==> config.mk <==
export PLATFORM = sky130hd
export DESIGN_NAME = uart_ring_buffers_xon_xoff_top_flat
export DESIGN_NICKNAME = d
export VERILOG_FILES = /design/src/hdl/urb_pkg.sv /design/src/hdl/urb_in_if.sv /design/src/hdl/urb_out_if.sv /design/src/hdl/urb_ram.sv /design/src/hdl/urb_ctrl.sv /design/src/hdl/urb_datapath.sv /design/src/hdl/uart_ring_buffers_xon_xoff_top.sv /design/src/flat_wrapper.sv
export SDC_FILE = /design/constraint.sdc
export NUM_CORES = 1
export LEC_CHECK = 0
export BUFFER_PORTS_ARGS = -buffer_cell sky130_fd_sc_hd__buf_2
export CAP_MARGIN = 20
export CORE_MARGIN = 2
export CORE_UTILIZATION = 45
export CTS_CLUSTER_SIZE = 14
export DETAILED_ROUTE_END_ITERATION = 8
export PLACE_DENSITY = 0.6
export SETUP_SLACK_MARGIN = 0.02
export SYNTH_ARGS = -nofsm -noshare
export SYNTH_HDL_FRONTEND = slang
export SYNTH_SLANG_ARGS = --single-unit
==> constraint.sdc <==
create_clock -name clk_i -period 7 [get_ports clk_i]
set_clock_uncertainty 0.1 [all_clocks]
set_input_delay 0.35 -clock clk_i [delete_from_list [all_inputs] [get_ports clk_i]]
set_output_delay 0.35 -clock clk_i [all_outputs]
set_load 0.005 [all_outputs]
==> src/hdl/urb_pkg.sv <==
// ----------------------------------------------------------------------------
// urb_pkg
// Types, constants and ring pointer helpers for the UART ring buffer block.
// ----------------------------------------------------------------------------
package urb_pkg;

  localparam int unsigned BufferDepth = 64;
  localparam int unsigned PtrW        = $clog2(BufferDepth);
  localparam int unsigned LvlW        = 6;
  localparam int unsigned CntW        = 6;
  localparam int unsigned CmpW        = (PtrW > LvlW) ? PtrW : LvlW;
  localparam int unsigned ByteW       = 8;
  localparam int unsigned CfgAddrW    = 4;
  localparam int unsigned CfgDataW    = 32;

  localparam logic [ByteW-1:0] CharXon  = 8'd17;
  localparam logic [ByteW-1:0] CharXoff = 8'd19;

  localparam logic [LvlW-1:0] XoffLvlReset = 6'd16;
  localparam logic [LvlW-1:0] XonLvlReset  = 6'd16;

  typedef logic [PtrW-1:0] ptr_t;

  typedef enum logic [1:0] {
    CmdRxByte    = 2'd0,
    CmdTxReady   = 2'd1,
    CmdHostRead  = 2'd2,
    CmdHostWrite = 2'd3
  } cmd_e;

  typedef enum logic [1:0] {
    RegFlowEn  = 2'd0,
    RegXoffLvl = 2'd1,
    RegXonLvl  = 2'd2
  } reg_idx_e;

  typedef enum logic [1:0] {
    StIdle,
    StExec,
    StHold
  } state_e;

  typedef struct packed {
    logic send_xon;
    logic send_xoff;
    logic state_on;
  } flow_t;

  typedef struct packed {
    logic            flow_control_enable;
    logic [LvlW-1:0] xoff_free_level;
    logic [LvlW-1:0] xon_fill_level;
  } cfg_t;

  typedef struct packed {
    logic capture;
    logic exec;
  } ctrl_t;

  typedef struct packed {
    logic [ByteW-1:0] read_data;
    logic             read_valid;
    logic             send_valid;
    logic [ByteW-1:0] send_byte;
    logic             write_accepted;
    logic             receive_dropped;
    logic [CntW-1:0]  receive_count;
    logic [CntW-1:0]  transmit_free;
    logic             transmit_request;
    logic             flow_stopped;
  } result_t;

  function automatic ptr_t ring_next(ptr_t p);
    return (p == ptr_t'(BufferDepth - 1)) ? '0 : ptr_t'(p + 1'b1);
  endfunction

  function automatic ptr_t ring_used(ptr_t head, ptr_t tail);
    logic [PtrW:0] sum;
    sum = {1'b0, head} + (PtrW+1)'(BufferDepth) - {1'b0, tail};
    if (sum >= (PtrW+1)'(BufferDepth)) begin
      sum = sum - (PtrW+1)'(BufferDepth);
    end
    return sum[PtrW-1:0];
  endfunction

  function automatic ptr_t ring_free(ptr_t head, ptr_t tail);
    return ptr_t'(BufferDepth - 1) - ring_used(head, tail);
  endfunction

  function automatic logic [CntW-1:0] to_cnt(ptr_t p);
    logic [CmpW-1:0] w;
    w = CmpW'(p);
    return w[CntW-1:0];
  endfunction

endpackage

==> src/hdl/urb_in_if.sv <==
// ----------------------------------------------------------------------------
// urb_in_if
// Request channel: command and data byte with valid/ready handshake.
// ----------------------------------------------------------------------------
interface urb_in_if;
  import urb_pkg::*;

  logic             valid;
  logic             ready;
  logic [1:0]       command;
  logic [ByteW-1:0] data_byte;

  modport source (output valid, command, data_byte, input ready);
  modport sink   (input valid, command, data_byte, output ready);
endinterface

==> src/hdl/urb_out_if.sv <==
// ----------------------------------------------------------------------------
// urb_out_if
// Result channel: one result per request with valid/ready handshake.
// ----------------------------------------------------------------------------
interface urb_out_if;
  import urb_pkg::*;

  logic             valid;
  logic             ready;
  logic [ByteW-1:0] read_data;
  logic             read_valid;
  logic             send_valid;
  logic [ByteW-1:0] send_byte;
  logic             write_accepted;
  logic             receive_dropped;
  logic [CntW-1:0]  receive_count;
  logic [CntW-1:0]  transmit_free;
  logic             transmit_request;
  logic             flow_stopped;

  modport source (
    output valid, read_data, read_valid, send_valid, send_byte, write_accepted,
           receive_dropped, receive_count, transmit_free, transmit_request,
           flow_stopped,
    input  ready
  );
  modport sink (
    input  valid, read_data, read_valid, send_valid, send_byte, write_accepted,
           receive_dropped, receive_count, transmit_free, transmit_request,
           flow_stopped,
    output ready
  );
endinterface

==> src/hdl/urb_ram.sv <==
// ----------------------------------------------------------------------------
// urb_ram
// Generic single write port RAM with registered read.
// ----------------------------------------------------------------------------
module urb_ram #(
  parameter int unsigned Width = 8,
  parameter int unsigned Depth = 64
) (
  input  logic                     clk_i,
  input  logic                     we_i,
  input  logic [$clog2(Depth)-1:0] waddr_i,
  input  logic [Width-1:0]         wdata_i,
  input  logic [$clog2(Depth)-1:0] raddr_i,
  output logic [Width-1:0]         rdata_o
);

  logic [Width-1:0] mem_q [Depth];
  logic [Width-1:0] rdata_q;

  always_ff @(posedge clk_i) begin
    if (we_i) begin
      mem_q[waddr_i] <= wdata_i;
    end
    rdata_q <= mem_q[raddr_i];
  end

  assign rdata_o = rdata_q;

endmodule

==> src/hdl/urb_ctrl.sv <==
// ----------------------------------------------------------------------------
// urb_ctrl
// Sequencer: accept a request, execute it, hold the result until taken.
// ----------------------------------------------------------------------------
module urb_ctrl (
  input  logic          clk_i,
  input  logic          rst_ni,
  input  logic          in_valid_i,
  output logic          in_ready_o,
  output logic          out_valid_o,
  input  logic          out_ready_i,
  output urb_pkg::ctrl_t ctrl_o
);
  import urb_pkg::*;

  state_e state_q, state_d;

  always_ff @(posedge clk_i or negedge rst_ni) begin
    if (!rst_ni) begin
      state_q <= StIdle;
    end else begin
      state_q <= state_d;
    end
  end

  always_comb begin
    state_d        = state_q;
    in_ready_o     = 1'b0;
    out_valid_o    = 1'b0;
    ctrl_o.capture = 1'b0;
    ctrl_o.exec    = 1'b0;
    unique case (state_q)
      StIdle: begin
        in_ready_o = 1'b1;
        if (in_valid_i) begin
          ctrl_o.capture = 1'b1;
          state_d        = StExec;
        end
      end
      StExec: begin
        ctrl_o.exec = 1'b1;
        state_d     = StHold;
      end
      StHold: begin
        out_valid_o = 1'b1;
        if (out_ready_i) begin
          state_d = StIdle;
        end
      end
      default: begin
        state_d = StIdle;
      end
    endcase
  end

endmodule

==> src/hdl/urb_datapath.sv <==
// ----------------------------------------------------------------------------
// urb_datapath
// Ring pointers, buffer memories, flow control flags and result register.
// ----------------------------------------------------------------------------
module urb_datapath (
  input  logic                    clk_i,
  input  logic                    rst_ni,
  input  urb_pkg::ctrl_t          ctrl_i,
  input  urb_pkg::cfg_t           cfg_i,
  input  logic [1:0]              command_i,
  input  logic [urb_pkg::ByteW-1:0] data_byte_i,
  output urb_pkg::result_t        result_o
);
  import urb_pkg::*;

  cmd_e             cmd_q;
  logic [ByteW-1:0] data_q;

  ptr_t  rx_head_q, rx_head_d, rx_tail_q, rx_tail_d;
  ptr_t  tx_head_q, tx_head_d, tx_tail_q, tx_tail_d;
  flow_t flow_q, flow_d;
  logic  want_q, want_d;

  result_t res_q, res_d;

  logic             rx_we, tx_we;
  logic [ByteW-1:0] rx_rdata, tx_rdata;

  ptr_t rx_used, rx_free, tx_used, tx_free;

  assign rx_used = ring_used(rx_head_q, rx_tail_q);
  assign rx_free = ring_free(rx_head_q, rx_tail_q);
  assign tx_used = ring_used(tx_head_q, tx_tail_q);
  assign tx_free = ring_free(tx_head_q, tx_tail_q);

  assign rx_we = ctrl_i.exec && (cmd_q == CmdRxByte) && (rx_free != '0);
  assign tx_we = ctrl_i.exec && (cmd_q == CmdHostWrite) && (tx_free != '0);

  // read port always points at the tail, data is ready by the exec cycle
  urb_ram #(.Width(ByteW), .Depth(BufferDepth)) u_rx_ram (
    .clk_i   (clk_i),
    .we_i    (rx_we),
    .waddr_i (rx_head_q),
    .wdata_i (data_q),
    .raddr_i (rx_tail_q),
    .rdata_o (rx_rdata)
  );

  urb_ram #(.Width(ByteW), .Depth(BufferDepth)) u_tx_ram (
    .clk_i   (clk_i),
    .we_i    (tx_we),
    .waddr_i (tx_head_q),
    .wdata_i (data_q),
    .raddr_i (tx_tail_q),
    .rdata_o (tx_rdata)
  );

  always_comb begin
    rx_head_d = rx_head_q;
    rx_tail_d = rx_tail_q;
    tx_head_d = tx_head_q;
    tx_tail_d = tx_tail_q;
    flow_d    = flow_q;
    want_d    = want_q;
    res_d     = '0;
    unique case (cmd_q)
      CmdRxByte: begin
        if (rx_free != '0) begin
          rx_head_d = ring_next(rx_head_q);
        end else begin
          res_d.receive_dropped = 1'b1;
        end
        if (cfg_i.flow_control_enable && flow_q.state_on &&
            (CmpW'(ring_free(rx_head_d, rx_tail_q)) <= CmpW'(cfg_i.xoff_free_level))) begin
          flow_d = '{send_xon: 1'b0, send_xoff: 1'b1, state_on: 1'b1};
          want_d = 1'b1;
        end
      end
      CmdTxReady: begin
        if (cfg_i.flow_control_enable && flow_q.send_xon) begin
          res_d.send_valid = 1'b1;
          res_d.send_byte  = CharXon;
          flow_d           = '{send_xon: 1'b0, send_xoff: 1'b0, state_on: 1'b1};
        end else if (cfg_i.flow_control_enable && flow_q.send_xoff) begin
          res_d.send_valid = 1'b1;
          res_d.send_byte  = CharXoff;
          flow_d           = '0;
        end else if (tx_used != '0) begin
          res_d.send_valid = 1'b1;
          res_d.send_byte  = tx_rdata;
          tx_tail_d        = ring_next(tx_tail_q);
        end else begin
          want_d = 1'b0;
        end
      end
      CmdHostRead: begin
        if (rx_used != '0) begin
          res_d.read_valid = 1'b1;
          res_d.read_data  = rx_rdata;
          rx_tail_d        = ring_next(rx_tail_q);
        end
        if (cfg_i.flow_control_enable && !flow_q.state_on &&
            (CmpW'(ring_used(rx_head_q, rx_tail_d)) <= CmpW'(cfg_i.xon_fill_level))) begin
          flow_d = '{send_xon: 1'b1, send_xoff: 1'b0, state_on: 1'b0};
          want_d = 1'b1;
        end
      end
      CmdHostWrite: begin
        if (tx_free != '0) begin
          tx_head_d            = ring_next(tx_head_q);
          res_d.write_accepted = 1'b1;
        end
        want_d = 1'b1;
      end
      default: begin
      end
    endcase
    res_d.receive_count    = to_cnt(ring_used(rx_head_d, rx_tail_d));
    res_d.transmit_free    = to_cnt(ring_free(tx_head_d, tx_tail_d));
    res_d.transmit_request = want_d;
    res_d.flow_stopped     = !flow_d.state_on;
  end

  always_ff @(posedge clk_i or negedge rst_ni) begin
    if (!rst_ni) begin
      rx_head_q <= '0;
      rx_tail_q <= '0;
      tx_head_q <= '0;
      tx_tail_q <= '0;
      flow_q    <= '{send_xon: 1'b1, send_xoff: 1'b0, state_on: 1'b0};
      want_q    <= 1'b1;
    end else if (ctrl_i.exec) begin
      rx_head_q <= rx_head_d;
      rx_tail_q <= rx_tail_d;
      tx_head_q <= tx_head_d;
      tx_tail_q <= tx_tail_d;
      flow_q    <= flow_d;
      want_q    <= want_d;
    end
  end

  always_ff @(posedge clk_i) begin
    if (ctrl_i.capture) begin
      cmd_q  <= cmd_e'(command_i);
      data_q <= data_byte_i;
    end
    if (ctrl_i.exec) begin
      res_q <= res_d;
    end
  end

  assign result_o = res_q;

endmodule

==> src/hdl/uart_ring_buffers_xon_xoff_top.sv <==
// ----------------------------------------------------------------------------
// uart_ring_buffers_xon_xoff_top
// Receive and transmit ring buffers with XON/XOFF flow control.
// A request is captured in StIdle, executed in StExec through the registered
// buffer memory read, and its result is held in StHold until taken; no new
// request is accepted until then, and the hold lasts while out is stalled.
// Reset: pointers cleared, XON pending, flow state off, transmit request set.
// Buffer memories are not cleared; entries are read only after being written.
// ----------------------------------------------------------------------------
module uart_ring_buffers_xon_xoff_top (
  input  logic                          clk_i,
  input  logic                          rst_ni,
  urb_in_if.sink                        in_i,
  urb_out_if.source                     out_o,
  input  logic                          psel,
  input  logic                          penable,
  input  logic                          pwrite,
  input  logic [urb_pkg::CfgAddrW-1:0]  paddr,
  input  logic [urb_pkg::CfgDataW-1:0]  pwdata,
  output logic [urb_pkg::CfgDataW-1:0]  prdata,
  output logic                          pready
);
  import urb_pkg::*;

  cfg_t     cfg_q;
  ctrl_t    ctrl;
  result_t  result;
  reg_idx_e reg_idx;
  logic     cfg_we;

  assign pready  = 1'b1;
  assign reg_idx = reg_idx_e'(paddr[3:2]);
  assign cfg_we  = psel && penable && pwrite;

  always_ff @(posedge clk_i or negedge rst_ni) begin
    if (!rst_ni) begin
      cfg_q.flow_control_enable <= 1'b1;
      cfg_q.xoff_free_level     <= XoffLvlReset;
      cfg_q.xon_fill_level      <= XonLvlReset;
    end else if (cfg_we) begin
      unique case (reg_idx)
        RegFlowEn:  cfg_q.flow_control_enable <= pwdata[0];
        RegXoffLvl: cfg_q.xoff_free_level     <= pwdata[LvlW-1:0];
        RegXonLvl:  cfg_q.xon_fill_level      <= pwdata[LvlW-1:0];
        default: begin
        end
      endcase
    end
  end

  always_comb begin
    prdata = '0;
    unique case (reg_idx)
      RegFlowEn:  prdata = CfgDataW'(cfg_q.flow_control_enable);
      RegXoffLvl: prdata = CfgDataW'(cfg_q.xoff_free_level);
      RegXonLvl:  prdata = CfgDataW'(cfg_q.xon_fill_level);
      default:    prdata = '0;
    endcase
  end

  urb_ctrl u_ctrl (
    .clk_i       (clk_i),
    .rst_ni      (rst_ni),
    .in_valid_i  (in_i.valid),
    .in_ready_o  (in_i.ready),
    .out_valid_o (out_o.valid),
    .out_ready_i (out_o.ready),
    .ctrl_o      (ctrl)
  );

  urb_datapath u_datapath (
    .clk_i       (clk_i),
    .rst_ni      (rst_ni),
    .ctrl_i      (ctrl),
    .cfg_i       (cfg_q),
    .command_i   (in_i.command),
    .data_byte_i (in_i.data_byte),
    .result_o    (result)
  );

  assign out_o.read_data        = result.read_data;
  assign out_o.read_valid       = result.read_valid;
  assign out_o.send_valid       = result.send_valid;
  assign out_o.send_byte        = result.send_byte;
  assign out_o.write_accepted   = result.write_accepted;
  assign out_o.receive_dropped  = result.receive_dropped;
  assign out_o.receive_count    = result.receive_count;
  assign out_o.transmit_free    = result.transmit_free;
  assign out_o.transmit_request = result.transmit_request;
  assign out_o.flow_stopped     = result.flow_stopped;

endmodule

==> src/flat_wrapper.sv <==
// flat-port wrapper written by rule: the top's interface ports become plain ports
module uart_ring_buffers_xon_xoff_top_flat import urb_pkg::*;
  (clk_i, rst_ni, psel, penable, pwrite, paddr, pwdata, prdata, pready, in_i_valid, in_i_command, in_i_data_byte, in_i_ready, out_o_valid, out_o_read_data, out_o_read_valid, out_o_send_valid, out_o_send_byte, out_o_write_accepted, out_o_receive_dropped, out_o_receive_count, out_o_transmit_free, out_o_transmit_request, out_o_flow_stopped, out_o_ready);
  urb_in_if in_i_i ();
  urb_out_if out_o_i ();
  input  logic clk_i;
  input  logic rst_ni;
  input  logic psel;
  input  logic penable;
  input  logic pwrite;
  input  logic [urb_pkg::CfgAddrW-1:0] paddr;
  input  logic [urb_pkg::CfgDataW-1:0] pwdata;
  output logic [urb_pkg::CfgDataW-1:0] prdata;
  output logic pready;
  input wire logic [$bits(in_i_i.valid)-1:0] in_i_valid;
  input wire logic [$bits(in_i_i.command)-1:0] in_i_command;
  input wire logic [$bits(in_i_i.data_byte)-1:0] in_i_data_byte;
  output wire logic [$bits(in_i_i.ready)-1:0] in_i_ready;
  output wire logic [$bits(out_o_i.valid)-1:0] out_o_valid;
  output wire logic [$bits(out_o_i.read_data)-1:0] out_o_read_data;
  output wire logic [$bits(out_o_i.read_valid)-1:0] out_o_read_valid;
  output wire logic [$bits(out_o_i.send_valid)-1:0] out_o_send_valid;
  output wire logic [$bits(out_o_i.send_byte)-1:0] out_o_send_byte;
  output wire logic [$bits(out_o_i.write_accepted)-1:0] out_o_write_accepted;
  output wire logic [$bits(out_o_i.receive_dropped)-1:0] out_o_receive_dropped;
  output wire logic [$bits(out_o_i.receive_count)-1:0] out_o_receive_count;
  output wire logic [$bits(out_o_i.transmit_free)-1:0] out_o_transmit_free;
  output wire logic [$bits(out_o_i.transmit_request)-1:0] out_o_transmit_request;
  output wire logic [$bits(out_o_i.flow_stopped)-1:0] out_o_flow_stopped;
  input wire logic [$bits(out_o_i.ready)-1:0] out_o_ready;
  assign in_i_i.valid = in_i_valid;
  assign in_i_i.command = in_i_command;
  assign in_i_i.data_byte = in_i_data_byte;
  assign in_i_ready = in_i_i.ready;
  assign out_o_valid = out_o_i.valid;
  assign out_o_read_data = out_o_i.read_data;
  assign out_o_read_valid = out_o_i.read_valid;
  assign out_o_send_valid = out_o_i.send_valid;
  assign out_o_send_byte = out_o_i.send_byte;
  assign out_o_write_accepted = out_o_i.write_accepted;
  assign out_o_receive_dropped = out_o_i.receive_dropped;
  assign out_o_receive_count = out_o_i.receive_count;
  assign out_o_transmit_free = out_o_i.transmit_free;
  assign out_o_transmit_request = out_o_i.transmit_request;
  assign out_o_flow_stopped = out_o_i.flow_stopped;
  assign out_o_i.ready = out_o_ready;
  uart_ring_buffers_xon_xoff_top u_core (.clk_i(clk_i), .rst_ni(rst_ni), .in_i(in_i_i), .out_o(out_o_i), .psel(psel), .penable(penable), .pwrite(pwrite), .paddr(paddr), .pwdata(pwdata), .prdata(prdata), .pready(pready));
endmodule
After elaboration in Yosys (flattened, before gate mapping)

Memories as Yosys holds them, arrays and structs flattened. A register that Yosys moved wholly into a read port is not among the register bits.
Cells that the tools add are included.

Register bits after elaboration: 87
Latch bits: 0
Memory bits (writable): 1,024
Bits in read-only memories: 0
Input port bits: 53
Memories kept: 2

Memories:

| memory                           | depth | bits a word | read ports | clocked after Yosys merged registers in | write ports | line          | source |
|---|---|---|---|---|---|---|---|
| u_core.u_datapath.u_rx_ram.mem_q | 64    | 8           | 1          | 1                                       | 1           | urb_ram.sv:17 | `logic [Width-1:0] mem_q [Depth];` |
| u_core.u_datapath.u_tx_ram.mem_q | 64    | 8           | 1          | 1                                       | 1           | urb_ram.sv:17 |  |

Add/subtract/negate cells: 25
Multiply operators: 0
Div/mod/pow operators: 0
Magnitude comparators: 8
Equality and inequality tests: 16
Shift operators: 0
Multiplexer cells: 54
Bitwise operators: 2
Reduce and logical (&&, ||, !) cells: 30

Operator list:

| cell                  | number |
|---|---|
| $mux W6               | 24 |
| $ge A7 B7 Y1 const B  | 6 |
| $sub A7 B6 Y7         | 6 |
| $sub A6 B1 Y6 const B | 6 |
| $add A6 B7 Y7 const B | 5 |
| $mux W9               | 3 |
| $add A6 B1 Y6 const B | 4 |
| $eq A6 B6 Y1 const B  | 4 |
| $reduce_bool A6 Y1    | 4 |
| $sub A6 B6 Y6 const A | 4 |
| $pmux W6 S3           | 1 |
| $mux W1               | 17 |
| $le A6 B6 Y1          | 2 |
| $logic_and A1 B1 Y1   | 12 |
| $mux W3               | 4 |
| $reduce_and A2 Y1     | 5 |
| $pmux W3 S3           | 1 |
| $eq A2 B2 Y1 const B  | 4 |
| $eq A2 B1 Y1 const B  | 3 |
| $logic_not A2 Y1      | 3 |
| $ne A2 B2 Y1 const B  | 3 |
| $pmux W2 S3           | 1 |
| $reduce_and A5 Y1     | 1 |
| $mux W2               | 2 |
| other kinds (8)       | 10 |

Depth between registers and ports, before layout

Depth after elaboration: 19
Depth in mapped cells: 29
Depth with buffers taken out: 26

Modules after synthesis

From an unflattened synthesis, not the netlist that was laid out.

Cell total of the unflattened synthesis: 2,484
Area total of the unflattened synthesis: 46,414.5 um^2

By module, submodules not included:

| module                         | times used | cells an instance | area an instance (um^2) |
|---|---|---|---|
| urb_ram                        | 2          | 940               | 20,166.8 |
| urb_datapath                   | 1          | 526               | 5,177.5 |
| uart_ring_buffers_xon_xoff_top | 1          | 69                | 813.3 |
| urb_ctrl                       | 1          | 9                 | 90.1 |

Worst setup path before layout

No wires, ideal clock.

Path type: register to register
Start: reg u_core.u_datapath.rx_tail_q[2]
End: reg u_core.u_datapath.res_q (netlist bit u_core.u_datapath.result_o[1]) (data pin)
Library setup time: 0.268 ns
Arrival: 5.079 ns
Slack: 1.552 ns
Cell stages (with the launch flop): 27
Buffers on the path: 4
Clock period less this slack: 5.448 ns
Cells stage by stage: dfrtp_1 > clkbuf_1 > clkbuf_1 > clkinv_1 > ha_1 > o21ai_0 > a21o_1 > o211a_1 > and2_1 > or3_1 > buf_2 > buf_2 > a21o_1 > ha_1 > nor2b_1 > o21ai_0 > nand2b_1 > a21o_1 > a21oi_1 > xor2_1 > xnor2_1 > ha_1 > nand2_1 > o21bai_1 > a21oi_1 > a221oi_1 > a2bb2oi_1

RTL lines:

| element                  | line                | source |
|---|---|---|
| start: declaration       | urb_datapath.sv:19  | `ptr_t rx_head_q, rx_head_d, rx_tail_q, rx_tail_d;` |
| start signal: assignment | urb_datapath.sv:134 | `rx_tail_q <= rx_tail_d;` |
| end signal: assignment   | urb_datapath.sv:148 | `res_q <= res_d;` |
| end: declaration         | urb_datapath.sv:24  | `result_t res_q, res_d;` |

==> flow_metrics.env <==
export IMPL_status="completed"
export IMPL_hold_buffers=25
export IMPL_wl_per_cell_um=26.17
export IMPL_avgSynthCellArea_um2=18.43
export IMPL_rsz0062_at_grt="no"
export IMPL_h_tree_depth=3
export IMPL_final_area_um2=51540
export IMPL_cp_required_ns=7.33
export IMPL_vias=23653
export IMPL_core_area_um2=101400
export IMPL_endpoint_kind="register"
export IMPL_yosysUniqueCellTypes=68
export IMPL_crit_path_cell_trace="ha_1, inv_1, fa_1, a21o_1, a21oi_1, xnor2_1, nand4b_1, or3_1, a21o_1, ha_1, nor2b_1, o21ai_0, nand2b_1, a21o_1, a21oi_1, xor2_1, xnor2_1, ha_1, nand2_1, o21bai_1, a21oi_1, a221oi_1, a2bb2oi_1"
export IMPL_yosysWarnings=0
export IMPL_path_class="register to register"
export IMPL_syn_to_final_growth_pct=12.19
export IMPL_p_leak_uw=0.01646
export IMPL_synthArstFlopShare=0.03815
export IMPL_hold_start="penable"
export IMPL_relSlewSlack=0.2401
export IMPL_setup_tns_ns=0
export IMPL_dp_cells=3838
export IMPL_synth_compound_area_frac=0.04221
export IMPL_drtAntennaViolNets=0
export IMPL_whs_endpoint="u_core.cfg_q[1]"
export IMPL_holdPathStages=5
export IMPL_setup_viol=0
export IMPL_final_cells=4075
export IMPL_hpwl_um=65280
export IMPL_dieWidth_um=323.5
export IMPL_power_uw=19110
export IMPL_r2r_start="u_core.u_datapath.rx_tail_q[0]"
export IMPL_grt_overflow=0
export IMPL_dr_pass1_iters=6
export IMPL_max_stage_delay_ns=0.86
export IMPL_cp_start_kind="register"
export IMPL_critical_path_arrival_ns=6.31
export IMPL_synth_top_family_by_area="multiplexers"
export IMPL_reg2reg_slack_ns=1.02
export IMPL_max_cap_violations=0
export IMPL_hold_ws_ns=0.01159
export IMPL_cts_made_buffers=112
export IMPL_gp_congestion=0.8621
export IMPL_worstMarginPinSlew_ns=1.137
export IMPL_path_clk_slew_ns=0.06
export IMPL_num_rows=117
export IMPL_dieHeight_um=323.5
export IMPL_cellPowerDensity_nw_per_um2=370.7
export IMPL_clock_sinks=1127
export IMPL_post_dp_cell_area_um2=47680
export IMPL_layout_nets=2715
export IMPL_clockBufferDepth=3
export IMPL_grt_max_degree=96
export IMPL_post_cts_buffers=0
export IMPL_r2r_end="u_core.u_datapath.result_o[1]"
export IMPL_ctsResizeCount=0
export IMPL_synthCells=2493
export IMPL_finalHoldViolCount=0
export IMPL_synth_adder_area_share=0.01552
export IMPL_finalWirelength_um=106700
export IMPL_synth_simple_gate_area_frac=0.03984
export IMPL_synthMuxAreaShare=0.1452
export IMPL_worstPathMaxFanout=37
export IMPL_root_buffer="clkbuf_16"
export IMPL_synthFlopType="edfxtp_1"
export IMPL_cp_slowest_cell="dfrtp_4"
export IMPL_ys_ff_latch=1127
export IMPL_fin_crit_ns=5.984
export IMPL_cts_tree="built"
export IMPL_syn_area_um2=45940
export IMPL_max_vdd_ir_drop_v=0.0002043
export IMPL_drtIter0Drc=2328
export IMPL_pin_count=122
export IMPL_grt_pass1_vias=23655
export IMPL_ys_seq_area_frac=0.7286
export IMPL_grt_pass1_wl_um=156200
export IMPL_drive_above_1_share=0.1939
export IMPL_antenna_found_initial=1
export IMPL_fin_crit_sh=0.8549
export IMPL_vias_per_cell=5.804
export IMPL_clock_fmax_mhz=167.1
export IMPL_numPortBuffers=66
export IMPL_initial_core_util=0.4529
export IMPL_diodes=0
export IMPL_ff2ff_path_depth=23
export IMPL_hold_class="primary input to register"
export IMPL_synth_xor_area_frac=0.008933
export IMPL_drcViolationCount=0
export IMPL_synth_edf_count=1068
export IMPL_clock_latency_ns=0.71
export IMPL_final_max_slew_viol_count=0
export IMPL_die_area_um2=104700
export IMPL_grt_total_usage=0.2045
-- worst max-delay path, delay by kind of cell (launching register included) --
family / cells / cell delay (ns)
buffers and inverters: 1 / 0.06
AO/OA/AOI/OAI: 10 / 2.03
AND/OR/NAND/NOR: 5 / 0.97
XOR/XNOR: 3 / 0.48
adder cells (fa/ha/maj): 4 / 1.23
flip-flops: 1 / 0.86
-- how the worst max path moves through the flow --
stage / end / from / slack, ns / cells past startpoint
6_report: u_core.u_datapath.result_o[1] / u_core.u_datapath.rx_tail_q[0] / 1.02 / 23
5_1_grt: u_core.u_datapath.result_o[1] / u_core.u_datapath.rx_tail_q[0] / 0.54 / 21
4_1_cts: u_core.u_datapath.result_o[1] / u_core.u_datapath.rx_tail_q[0] / 1.04 / 23
3_5_place_dp: u_core.u_datapath.result_o[1] / u_core.u_datapath.rx_tail_q[0] / 1.06 / 23
3_3_place_gp: u_core.u_datapath.result_o[1] / u_core.u_datapath.rx_tail_q[0] / 1.16 / 23
2_1_floorplan: u_core.u_datapath.result_o[1] / u_core.u_datapath.rx_tail_q[2] / 1.55 / 26
-- cell usage after synthesis, drive strengths merged (4+ instances only) --
library cell	count	area share
a211oi	14	0.0024
a21o	8	0.0013
a21oi	57	0.0063
a22o	5	0.00095
a31oi	7	0.00095
and2	18	0.0025
and3	11	0.0015
buf	79	0.0096
clkbuf	76	0.0062
dfrtp	38	0.021
dfstp	5	0.0029
dfxtp	16	0.0070
edfxtp	1068	0.70
fa	6	0.0026
ha	45	0.012
inv	43	0.0035
mux2	13	0.0032
mux2i	130	0.028
mux4	232	0.11
nand2	98	0.0080
nand2b	10	0.0014
nand3	24	0.0026
nand3b	4	0.00065
nand4	8	0.0011
nor2	198	0.016
nor2b	9	0.0012
nor3	13	0.0014
nor3b	5	0.00082
nor4	8	0.0011
o21a	7	0.0011
o21ai	43	0.0047
o221ai	64	0.012
o22ai	17	0.0023
o311a	8	0.0017
o311ai	8	0.0015
o31ai	9	0.0015
xnor2	32	0.0061
xor2	14	0.0028
-- logic make-up after synthesis --
logic type,Yosys count
XOR/XNOR,46
adder cells (fa/ha/maj),54
AND/OR/NAND/NOR,415
other,2
AO/OA/AOI/OAI,274
buffers and inverters,200
flip-flops,1127
multiplexers,375
-- cell usage in the layout (no fill, tap or decap), types with 18 or more instances in the layout --
master and instances:
clkinv_1 23, mux2i_1 130, buf_4 41, nand3_1 24, ha_1 45, buf_2 67
nand2_1 96, mux4_2 232, xnor2_1 32, o221ai_1 64, clkbuf_1 40, and2_1 18
conb_1 27, edfxtp_1 1068, a21oi_1 56, clkinv_2 18, nor2_1 198, clkbuf_16 114
o21ai_0 43, inv_1 41, dlygate4sd3_1 25, dfrtp_1 34
-- flip-flops by register name, indices dropped and copies added, names as in the netlist, 6 cells and up, named ones only --
register                            flops
u_core.cfg_q                           13
u_core.u_datapath.data_q                8
u_core.u_datapath.u_rx_ram.rdata_o      8
u_core.u_datapath.tx_head_q             6
u_core.u_datapath.rx_tail_q             6
u_core.u_datapath.u_rx_ram.mem_q      512
u_core.u_datapath.rx_head_q             6
u_core.u_datapath.u_tx_ram.mem_q      512
u_core.u_datapath.tx_tail_q             6
u_core.u_datapath.result_o             34
u_core.u_datapath.u_tx_ram.rdata_o      8
-- routing by layer --
metal	GRT usage	wire length, um	part of all wire	up-vias
met1	0.2838	44470	0.42	12322
li1	-	-	-	10234
met4	0.06129	2722	0.026	0
met5	0	0	0	-
met2	0.3376	52760	0.49	926
met3	0.02953	6701	0.063	171
-- where the power goes --
| group | internal [uW] | switching, uW | total, uW | leakage (uW) |
|---|---|---|---|---|
| clock network | 3330 | 2500 | 5830 | 0.00174 |
| registers | 7920 | 302 | 8220 | 0.0103 |
| logic | 2210 | 2840 | 5060 | 0.00444 |
| total | 13500 | 5640 | 19100 | 0.0165 |
-- through the flow --
step,setup WS (ns),util
after floorplan,1.552,-
after global placement,1.160,0.4700
after detailed placement,1.062,0.4700
after CTS,1.039,0.5078
after global routing,0.5436,0.5081
final,1.016,0.5081
-- final cells by class --
class / count / area, um^2
clock buffers: 157 / 3044
clock inverters: 53 / 539.3
fillers: 8044 / 49910
inverters: 45 / 168.9
multi-input cells: 1191 / 11670
flip-flops and latches: 1127 / 33490
well taps: 1368 / 1712
repair buffers: 134 / 920.9
Power figures use the tool's default switching activity.
